==> config.mk <==
export PLATFORM = sky130hd
export DESIGN_NAME = hysteretic_smoothstep_map
export DESIGN_NICKNAME = d
export VERILOG_FILES = /design/src/rtl/hssm_pkg.sv /design/src/rtl/hysteretic_smoothstep_map.sv /design/src/rtl/hssm_div.sv
export VERILOG_INCLUDE_DIRS = /design/src /design/src/rtl
export SDC_FILE = /design/constraint.sdc
export NUM_CORES = 2
export LEC_CHECK = 0
export BUFFER_PORTS_ARGS = -buffer_cell sky130_fd_sc_hd__buf_2
export CORE_UTILIZATION = 50
export DETAILED_ROUTE_END_ITERATION = 6
export HOLD_SLACK_MARGIN = 0.05
export PLACE_DENSITY_LB_ADDON = 0.08
export SETUP_SLACK_MARGIN = 0.5
export SLEW_MARGIN = 15
export SYNTH_ARGS = -nofsm -noshare
export SYNTH_HDL_FRONTEND = slang
export SYNTH_SLANG_ARGS = --single-unit
==> constraint.sdc <==
create_clock -name clk -period 10.3 [get_ports clk]
set_input_delay 0 -clock clk [delete_from_list [all_inputs] [get_ports clk]]
set_output_delay 0 -clock clk [all_outputs]
set_load 0.005 [all_outputs]
==> src/rtl/hysteretic_smoothstep_map_defines.svh <==
// ----------------------------------------------------------------------------
// hysteretic_smoothstep_map_defines.svh
// Assertion macros shared by the smoothstep map RTL
// ----------------------------------------------------------------------------
`ifndef HYSTERETIC_SMOOTHSTEP_MAP_DEFINES_SVH
`define HYSTERETIC_SMOOTHSTEP_MAP_DEFINES_SVH

// same-cycle implication, checked out of reset
`define HSSM_ASSERT_NOW(lbl, ante, cons, msg) \
  lbl: assert property (@(posedge clk) disable iff (!rst_n) (ante) |-> (cons)) \
    else $error(msg);

// next-cycle implication, checked out of reset
`define HSSM_ASSERT_NEXT(lbl, ante, cons, msg) \
  lbl: assert property (@(posedge clk) disable iff (!rst_n) (ante) |=> (cons)) \
    else $error(msg);

`endif

==> src/rtl/hssm_pkg.sv <==
// ----------------------------------------------------------------------------
// hssm_pkg
// Shared widths, codes and types of the hysteretic smoothstep map
// ----------------------------------------------------------------------------
package hssm_pkg;

  // input sample and bound width, signed Q16.16
  localparam int IN_W = 32;
  // widened operand width for scaled bounds (10x, 11*hi, 3*hi+lo)
  localparam int OP_W = 38;
  // divider dividend / divisor width
  localparam int DIV_W = 37;

  // result level, unsigned Q1.16
  localparam int LEVEL_W = 17;
  localparam int LEVEL_FRAC = 16;
  localparam logic [LEVEL_W-1:0] LEVEL_ONE = 17'd65536;
  localparam logic [LEVEL_W-1:0] LEVEL_ZERO = 17'd0;

  // shape mode codes
  localparam logic [1:0] MODE_PLAIN = 2'd0;
  localparam logic [1:0] MODE_BINARY = 2'd1;
  localparam logic [1:0] MODE_HYST = 2'd2;
  localparam logic [1:0] MODE_RESET = MODE_HYST;

  // divider status toward the sequencer
  typedef struct packed {
    logic busy;
    logic done;
  } div_sts_t;

endpackage

==> src/rtl/hysteretic_smoothstep_map.sv <==
// ----------------------------------------------------------------------------
// hysteretic_smoothstep_map
// Falling cubic smoothstep with optional binary or cubic hysteresis
// ----------------------------------------------------------------------------
// One item at a time. An item whose level saturates, or any item in binary
// mode, goes through the PREP, CHECK and DONE states and then has its result
// loaded into the output register; an item that falls inside the band goes
// through the restoring divider, which produces one bit of t = (x - lo) /
// (hi - lo) per cycle, followed by two passes through one shared
// FRAC_BITS-square multiplier for t^2 and t^3. in_ready is high only while
// the sequencer is idle, which it reaches when the result is loaded, so no
// new item is taken before the result of the previous one is loaded. A
// finished result waits in the output register, so the next item can be
// taken while the previous result is still unclaimed; a second finished
// result stalls the sequencer until the first is taken. shape_mode resets
// to 2; writes do not touch the hysteresis flags.
`include "hysteretic_smoothstep_map_defines.svh"

module hysteretic_smoothstep_map #(
  parameter int FRAC_BITS = 16
) (
  input  logic                           clk,
  input  logic                           rst_n,
  // configuration
  input  logic                           cfg_wr_en,
  input  logic [1:0]                     cfg_wr_data,
  // input channel
  input  logic                           in_valid,
  output logic                           in_ready,
  input  logic signed [31:0]             in_sample_value,
  input  logic signed [31:0]             in_lower_bound,
  input  logic signed [31:0]             in_upper_bound,
  // result channel
  output logic                           out_valid,
  input  logic                           out_ready,
  output logic [16:0]                    out_level,
  output logic                           out_hysteresis_on
);

  localparam int OPW = hssm_pkg::OP_W;
  localparam int DW  = hssm_pkg::DIV_W;
  localparam int LW  = hssm_pkg::LEVEL_W;
  localparam int FW  = FRAC_BITS + 4;
  localparam int RW  = FRAC_BITS + hssm_pkg::LEVEL_FRAC + 2;

  typedef enum logic [8:0] {
    ST_IDLE  = 9'b000000001,
    ST_PREP  = 9'b000000010,
    ST_CHECK = 9'b000000100,
    ST_DIV   = 9'b000001000,
    ST_MUL1  = 9'b000010000,
    ST_MUL2  = 9'b000100000,
    ST_FIN   = 9'b001000000,
    ST_RND   = 9'b010000000,
    ST_DONE  = 9'b100000000
  } state_t;

  state_t                      state_r, state_nxt;
  logic [1:0]                  mode_r, mode_nxt;
  logic                        bin_on_r, bin_on_nxt;
  logic                        cub_on_r, cub_on_nxt;
  logic                        out_valid_r, out_valid_nxt;

  logic signed [31:0]          x_r, lo_r, hi_r;
  logic signed [OPW-1:0]       ax_r, alo_r, ahi_r;
  logic signed [OPW-1:0]       ax_nxt, alo_nxt, ahi_nxt;
  logic [LW-1:0]               level_r, level_nxt;
  logic                        flag_r, flag_nxt;
  logic [FRAC_BITS-1:0]        t2_r, t3_r;
  logic [FRAC_BITS:0]          f_r, f_nxt;
  logic [LW-1:0]               out_level_r;
  logic                        out_flag_r;

  logic signed [OPW-1:0]       sx, slo, shi;
  logic signed [OPW-1:0]       diff_d, diff_s;
  logic                        ge_hi, gt_hi, le_lo, lt_lo, bin_new;
  logic                        div_start;
  hssm_pkg::div_sts_t          div_sts;
  logic [FRAC_BITS-1:0]        t_q;
  logic [FRAC_BITS-1:0]        mul_b;
  logic [2*FRAC_BITS-1:0]      prod;
  logic signed [FW-1:0]        f_one, f_t2, f_t3, f_sum;
  logic [RW-1:0]               rnd_sum, rnd_shr;
  logic                        out_load;

  // restoring divider
  hssm_div #(
    .FRAC_BITS (FRAC_BITS)
  ) u_div (
    .clk      (clk),
    .rst_n    (rst_n),
    .start    (div_start),
    .dividend (diff_d[DW-1:0]),
    .divisor  (diff_s[DW-1:0]),
    .sts      (div_sts),
    .quotient (t_q)
  );

  // widen the latched item
  always_comb begin
    sx  = {{(OPW-32){x_r[31]}}, x_r};
    slo = {{(OPW-32){lo_r[31]}}, lo_r};
    shi = {{(OPW-32){hi_r[31]}}, hi_r};
  end

  // scaled operands per mode
  always_comb begin
    cub_on_nxt = cub_on_r;
    case (mode_r)
      hssm_pkg::MODE_BINARY: begin
        ax_nxt  = (sx <<< 3) + (sx <<< 1);
        alo_nxt = (shi <<< 3) + shi;
        ahi_nxt = (shi <<< 3) + (shi <<< 1) + shi;
      end
      hssm_pkg::MODE_HYST: begin
        ax_nxt = sx <<< 2;
        if (cub_on_r) begin
          alo_nxt = slo <<< 2;
          ahi_nxt = (shi <<< 1) + shi + slo;
          if (x_r > hi_r) cub_on_nxt = 1'b0;
        end else begin
          alo_nxt = (slo <<< 1) + slo + shi;
          ahi_nxt = shi <<< 2;
          if (x_r < lo_r) cub_on_nxt = 1'b1;
        end
      end
      default: begin
        ax_nxt  = sx;
        alo_nxt = slo;
        ahi_nxt = shi;
      end
    endcase
  end

  // band compares and division operands
  always_comb begin
    ge_hi   = (ax_r >= ahi_r);
    gt_hi   = (ax_r > ahi_r);
    le_lo   = (ax_r <= alo_r);
    lt_lo   = (ax_r < alo_r);
    diff_d  = ax_r - alo_r;
    diff_s  = ahi_r - alo_r;
    bin_new = bin_on_r ? !gt_hi : lt_lo;
  end

  // shared multiplier: t*t, then t2*t
  assign mul_b = (state_r == ST_MUL1) ? t_q : t2_r;
  assign prod  = t_q * mul_b;

  // cubic combine and clamp
  always_comb begin
    f_one = FW'(1) <<< FRAC_BITS;
    f_t2  = $signed({4'b0, t2_r});
    f_t3  = $signed({4'b0, t3_r});
    f_sum = f_one - ((f_t2 <<< 1) + f_t2) + (f_t3 <<< 1);
    if (f_sum < 0) begin
      f_nxt = '0;
    end else if (f_sum > f_one) begin
      f_nxt = f_one[FRAC_BITS:0];
    end else begin
      f_nxt = f_sum[FRAC_BITS:0];
    end
  end

  // rescale to Q1.16 with round half up
  always_comb begin
    rnd_sum = {1'b0, f_r, {hssm_pkg::LEVEL_FRAC{1'b0}}} + (RW'(1) << (FRAC_BITS - 1));
    rnd_shr = rnd_sum >> FRAC_BITS;
  end

  assign out_load = (state_r == ST_DONE) && (!out_valid_r || out_ready);

  // sequencer
  always_comb begin
    state_nxt  = state_r;
    bin_on_nxt = bin_on_r;
    level_nxt  = level_r;
    flag_nxt   = flag_r;
    div_start  = 1'b0;
    case (state_r)
      ST_IDLE: begin
        if (in_valid) state_nxt = ST_PREP;
      end
      ST_PREP: begin
        flag_nxt  = (mode_r == hssm_pkg::MODE_HYST) ? cub_on_nxt : 1'b0;
        state_nxt = ST_CHECK;
      end
      ST_CHECK: begin
        if (mode_r == hssm_pkg::MODE_BINARY) begin
          bin_on_nxt = bin_new;
          flag_nxt   = bin_new;
          level_nxt  = bin_new ? hssm_pkg::LEVEL_ONE : hssm_pkg::LEVEL_ZERO;
          state_nxt  = ST_DONE;
        end else if (ge_hi) begin
          level_nxt = hssm_pkg::LEVEL_ZERO;
          state_nxt = ST_DONE;
        end else if (le_lo) begin
          level_nxt = hssm_pkg::LEVEL_ONE;
          state_nxt = ST_DONE;
        end else begin
          div_start = 1'b1;
          state_nxt = ST_DIV;
        end
      end
      ST_DIV: begin
        if (div_sts.done) state_nxt = ST_MUL1;
      end
      ST_MUL1: state_nxt = ST_MUL2;
      ST_MUL2: state_nxt = ST_FIN;
      ST_FIN:  state_nxt = ST_RND;
      ST_RND: begin
        if (rnd_shr > RW'(hssm_pkg::LEVEL_ONE)) begin
          level_nxt = hssm_pkg::LEVEL_ONE;
        end else begin
          level_nxt = rnd_shr[LW-1:0];
        end
        state_nxt = ST_DONE;
      end
      ST_DONE: begin
        if (out_load) state_nxt = ST_IDLE;
      end
      default: state_nxt = ST_IDLE;
    endcase
  end

  // config register and output valid
  always_comb begin
    mode_nxt = cfg_wr_en ? cfg_wr_data : mode_r;
    out_valid_nxt = out_valid_r;
    if (out_load) begin
      out_valid_nxt = 1'b1;
    end else if (out_ready) begin
      out_valid_nxt = 1'b0;
    end
  end

  // control registers
  always_ff @(posedge clk) begin
    if (!rst_n) begin
      state_r     <= ST_IDLE;
      mode_r      <= hssm_pkg::MODE_RESET;
      bin_on_r    <= 1'b1;
      cub_on_r    <= 1'b1;
      out_valid_r <= 1'b0;
    end else begin
      state_r     <= state_nxt;
      mode_r      <= mode_nxt;
      bin_on_r    <= bin_on_nxt;
      cub_on_r    <= (state_r == ST_PREP) ? cub_on_nxt : cub_on_r;
      out_valid_r <= out_valid_nxt;
    end
  end

  // datapath registers
  always_ff @(posedge clk) begin
    if (in_valid && in_ready) begin
      x_r  <= in_sample_value;
      lo_r <= in_lower_bound;
      hi_r <= in_upper_bound;
    end
    if (state_r == ST_PREP) begin
      ax_r  <= ax_nxt;
      alo_r <= alo_nxt;
      ahi_r <= ahi_nxt;
    end
    if (state_r == ST_MUL1) t2_r <= prod[2*FRAC_BITS-1:FRAC_BITS];
    if (state_r == ST_MUL2) t3_r <= prod[2*FRAC_BITS-1:FRAC_BITS];
    if (state_r == ST_FIN) f_r <= f_nxt;
    level_r <= level_nxt;
    flag_r  <= flag_nxt;
    if (out_load) begin
      out_level_r <= level_r;
      out_flag_r  <= flag_r;
    end
  end

  assign in_ready          = (state_r == ST_IDLE);
  assign out_valid         = out_valid_r;
  assign out_level         = out_level_r;
  assign out_hysteresis_on = out_flag_r;

  // checks
  `HSSM_ASSERT_NEXT(a_accept_to_prep, in_valid && in_ready, state_r == ST_PREP, "accepted item did not start the sequence")
  `HSSM_ASSERT_NOW(a_level_range, out_valid, out_level <= hssm_pkg::LEVEL_ONE, "level above 1.0")
  `HSSM_ASSERT_NOW(a_div_owned, div_sts.busy, state_r == ST_DIV, "divider running outside its state")

endmodule

==> src/rtl/hssm_div.sv <==
// ----------------------------------------------------------------------------
// hssm_div
// Restoring divider: one quotient bit per cycle, fraction of a proper ratio
// ----------------------------------------------------------------------------
module hssm_div #(
  parameter int FRAC_BITS = 16
) (
  input  logic                        clk,
  input  logic                        rst_n,
  input  logic                        start,
  input  logic [hssm_pkg::DIV_W-1:0]  dividend,
  input  logic [hssm_pkg::DIV_W-1:0]  divisor,
  output hssm_pkg::div_sts_t          sts,
  output logic [FRAC_BITS-1:0]        quotient
);

  localparam int CW = $clog2(FRAC_BITS + 1);

  logic                        busy_r, busy_nxt;
  logic                        done_r, done_nxt;
  logic [CW-1:0]               cnt_r, cnt_nxt;
  logic [hssm_pkg::DIV_W-1:0]  rem_r, rem_nxt;
  logic [hssm_pkg::DIV_W-1:0]  dsr_r, dsr_nxt;
  logic [FRAC_BITS-1:0]        quo_r, quo_nxt;
  logic [hssm_pkg::DIV_W:0]    rem_dbl;
  logic [hssm_pkg::DIV_W:0]    rem_sub;
  logic                        q_bit;

  // one restoring step: shift remainder, trial subtract
  always_comb begin
    rem_dbl = {rem_r, 1'b0};
    rem_sub = rem_dbl - {1'b0, dsr_r};
    q_bit   = (rem_dbl >= {1'b0, dsr_r});
  end

  // step control
  always_comb begin
    busy_nxt = busy_r;
    done_nxt = 1'b0;
    cnt_nxt  = cnt_r;
    rem_nxt  = rem_r;
    dsr_nxt  = dsr_r;
    quo_nxt  = quo_r;
    if (start) begin
      busy_nxt = 1'b1;
      cnt_nxt  = CW'(FRAC_BITS);
      rem_nxt  = dividend;
      dsr_nxt  = divisor;
    end else if (busy_r) begin
      rem_nxt = q_bit ? rem_sub[hssm_pkg::DIV_W-1:0] : rem_dbl[hssm_pkg::DIV_W-1:0];
      quo_nxt = {quo_r[FRAC_BITS-2:0], q_bit};
      cnt_nxt = cnt_r - CW'(1);
      if (cnt_r == CW'(1)) begin
        busy_nxt = 1'b0;
        done_nxt = 1'b1;
      end
    end
  end

  // control registers
  always_ff @(posedge clk) begin
    if (!rst_n) begin
      busy_r <= 1'b0;
      done_r <= 1'b0;
      cnt_r  <= '0;
    end else begin
      busy_r <= busy_nxt;
      done_r <= done_nxt;
      cnt_r  <= cnt_nxt;
    end
  end

  // datapath registers
  always_ff @(posedge clk) begin
    rem_r <= rem_nxt;
    dsr_r <= dsr_nxt;
    quo_r <= quo_nxt;
  end

  assign sts.busy = busy_r;
  assign sts.done = done_r;
  assign quotient = quo_r;

endmodule

==> flow_summary_export.csv <==
group,metric,value,unit
worst_setup_path,slowest_delay,570,ps
route,post_drt_wl_per_cell,20.3,µm
placement,placed_cell_area,0.0451,mm²
global_routing,grt_pass1_vias,33704,
sta,finalClockSkew,28.5,ps
floorplan,die_x,296,µm
worst_setup_path,crit_path_end_kind,"register",
route,drt_iter0_drc,2613,
worst_setup_path,slowest_stage,"fa_1",
worst_setup_path,rr_worst_depth,30,
clock_tree,clockRootBuffer,"clkbuf_16",
finish,area_delta_synth_final,11.1,%
worst_setup_path,cp.required,10680,ps
placement,dp_slack,2000,ps
yosys,syn_nets,5458,
clock_tree,cts_max_path_buffers,3,
placement,dp_hpwl,94400,µm
yosys,ys.warnings.count,0,
clock_tree,htree_levels,2,
yosys,netlist_area,0.0432,mm²
sta,fin_tns_setup,0,ps
sta,maxSlewHeadroom,26.6,%
route,drc,0,
sta,tightest_slew,1100,ps
worst_setup_path,critPathMaxFanout,33,
pwr,cellLeakagePower,21.3,nW
floorplan,start_util,50.6,%
finish,n_antenna_cell,0,
route,vias,34384,
sta,drv_slew,0,
hold_path,hold_depth,2,
global_routing,grt_start_max_net_pins,74,
global_routing,grt_first_pass_wirelength,189000,µm
yosys,synthFlopType,"edfxtp_1",
worst_setup_path,startpoint_type,"register",
clock_tree,insertion_delay,630,ps
sta,rsz0062_at_grt,"false",
finish,drive_above_1_share,6.33,%
route,viasPerCell,5.80,
floorplan,boundaryPins,123,
placement,gp_congestion,0.893,
run,drv_cap,0,
sta,min_period,8390,ps
sta,final.period_utilization,81.4,%
yosys,syn_area_per_cell,9.50,µm²
pwr,finalPower,7.22,mW
sta,fin_worst_hold_slack,83.4,ps
sta,finalSetupViolCount,0,
yosys,synth_edf_count,380,
global_routing,antenna_found_initial,2,
floorplan,die_height,296,µm
clock_tree,cts_sinks,401,
yosys,ys_async_sr_fraction,0,%
floorplan,dieArea,0.0875,mm²
sta,setup_ws,1910,ps
finish,final_area,0.0479,mm²
clock_tree,cts_tree,"done",
floorplan,fp-row-count,107,
global_routing,grt.overflow.total,0,
pwr,ir_drop,0.189,mV
route,wirelength,120000,µm
route,drt_first_pass_iters,6,
placement,numPortBuffers,122,
worst_setup_path,worstPathArrival,8770,ps
status,status,"completed",
finish,nets,5665,
clock_tree,cts_buffers,49,
hold_path,holdCritPathClass,"in -> reg",
clock_tree,clk_pin_slew,60,ps
sta,fmax,0.119,GHz
yosys,yosys_register_bits,401,
yosys,synth.distinct_cells,97,
route,antenna_left,0,
pwr,pwr_density_cell,151,mW/mm²
yosys,synthCells,4541,
sta,hold_viol_final,0,
yosys,yosysSeqAreaShare,27.4,%
worst_setup_path,path_class,"reg -> reg",
global_routing,grt_use_total,27.9,%
floorplan,coreArea,0.0853,mm²
cells in the mapped netlist (all sizes together), types with 17 or more instances:
library cell	number	area share, %
o21ai	233	2.7
a221oi	42	0.87
a21o	174	3.0
and2	102	1.5
nand2	346	3.0
xnor2	168	3.4
a21oi	360	4.2
o211ai	19	0.33
nor4	17	0.26
a21boi	20	0.35
a22oi	32	0.56
a222oi	21	0.49
nor2b	98	1.4
ha	521	15
a211oi	41	0.71
nor2	235	2.0
nor3	60	0.70
inv	528	4.6
dfxtp	21	0.97
clkbuf	108	0.94
nand4	51	0.74
fa	293	14
edfxtp	380	26
nand2b	52	0.75
and3	35	0.51
nand3	58	0.67
o21a	49	0.85
a31oi	37	0.55
mux2i	44	1.0
or3	18	0.26
o21bai	47	0.82
xor2	104	2.1
through the flow:
step	utilization (%)	std cells
2_1_floorplan	-	4541
3_3_place_gp	52.9	5726
3_5_place_dp	52.9	5726
4_1_cts	56.2	5930
5_1_grt	56.2	5930
6_report	56.2	5930
final timing paths:
check                     start       endpoint  slack [ps]
max                  state_r[1]       t2_r[14]        1910
min          in_lower_bound[29]       lo_r[29]          80
max reg2reg          state_r[1]       t2_r[14]        1910
min reg2reg         level_r[11]  out_level[11]         420
kinds of logic after synthesis:
logic type | share of synthesized area, %
XOR/XNOR | 5.52
AND/OR/NAND/NOR | 12.9
multiplexers | 1.20
buffers and inverters | 5.73
flip-flops | 27.4
adder cells (fa/ha/maj) | 28.7
AO/OA/AOI/OAI | 18.5
final cells by class:
class                      instances  area [µm²]
tap                             1144        1430
multi-input combinational       3486       28900
inverter                         530        1990
clock buffer                      54        1270
fill                            7665       37400
sequential                       401       11800
clock inverter                    35         413
timing repair buffer             280        2080
critical path, delay by kind of cell (launching register included):
family	cells	cell delay, ps
adder cells (fa/ha/maj)	7	3450
AO/OA/AOI/OAI	7	1820
buffers and inverters	9	1380
AND/OR/NAND/NOR	6	980
flip-flops	1	350
XOR/XNOR	1	150
cell usage in the layout (no fill, tap or decap), types with 21 or more instances in the layout:
master,n
inv_1,527
ha_1,519
edfxtp_1,380
a21oi_1,359
nand2_1,346
fa_1,293
nor2_1,234
o21ai_0,226
a21o_1,170
xnor2_1,168
buf_2,122
dlygate4sd3_1,115
xor2_1,104
and2_1,102
nor2b_1,95
nor3_1,60
nand3_1,58
nand2b_1,52
nand4_1,51
clkbuf_16,50
o21a_1,49
o21bai_1,47
mux2i_1,44
buf_4,43
a211oi_1,41
a221oi_1,41
a31oi_1,36
and3_1,34
a22oi_1,32
a222oi_1,21
dfxtp_1,21
metal layers:
| metal | global-route usage [%] | part of all wire [%] |
|---|---|---|
| met1 | 41.3 | 48 |
| met2 | 42.9 | 43 |
| met3 | 3.18 | 5.7 |
| met4 | 7.52 | 2.7 |
| met5 | 0 | 0 |
report_power, final:
group          internal (mW)  switching (mW)
clock network           1.05           0.760
logic                   1.37            1.90
registers               1.94           0.192
registers in the layout, indices dropped and copies added, names as in the netlist, 2 cells and up:
signal	count
ahi_r	37
alo_r	36
ax_r	36
f_r	17
hi_r	32
level_r	17
lo_r	32
mode_r	2
out_level	17
state_r	9
t2_r	16
t3_r	16
u_div.cnt_r	5
u_div.dsr_r	37
u_div.quotient	16
u_div.rem_r	37
x_r	32
repair_timing:
item / 4_1_cts / 5_1_grt
endpoints found under the hold margin: 117 / 0
setup buffers: 0 / 0
gates resized for setup: 0 / 0
hold buffers: 115 / 0
Power figures use the tool's default switching activity.
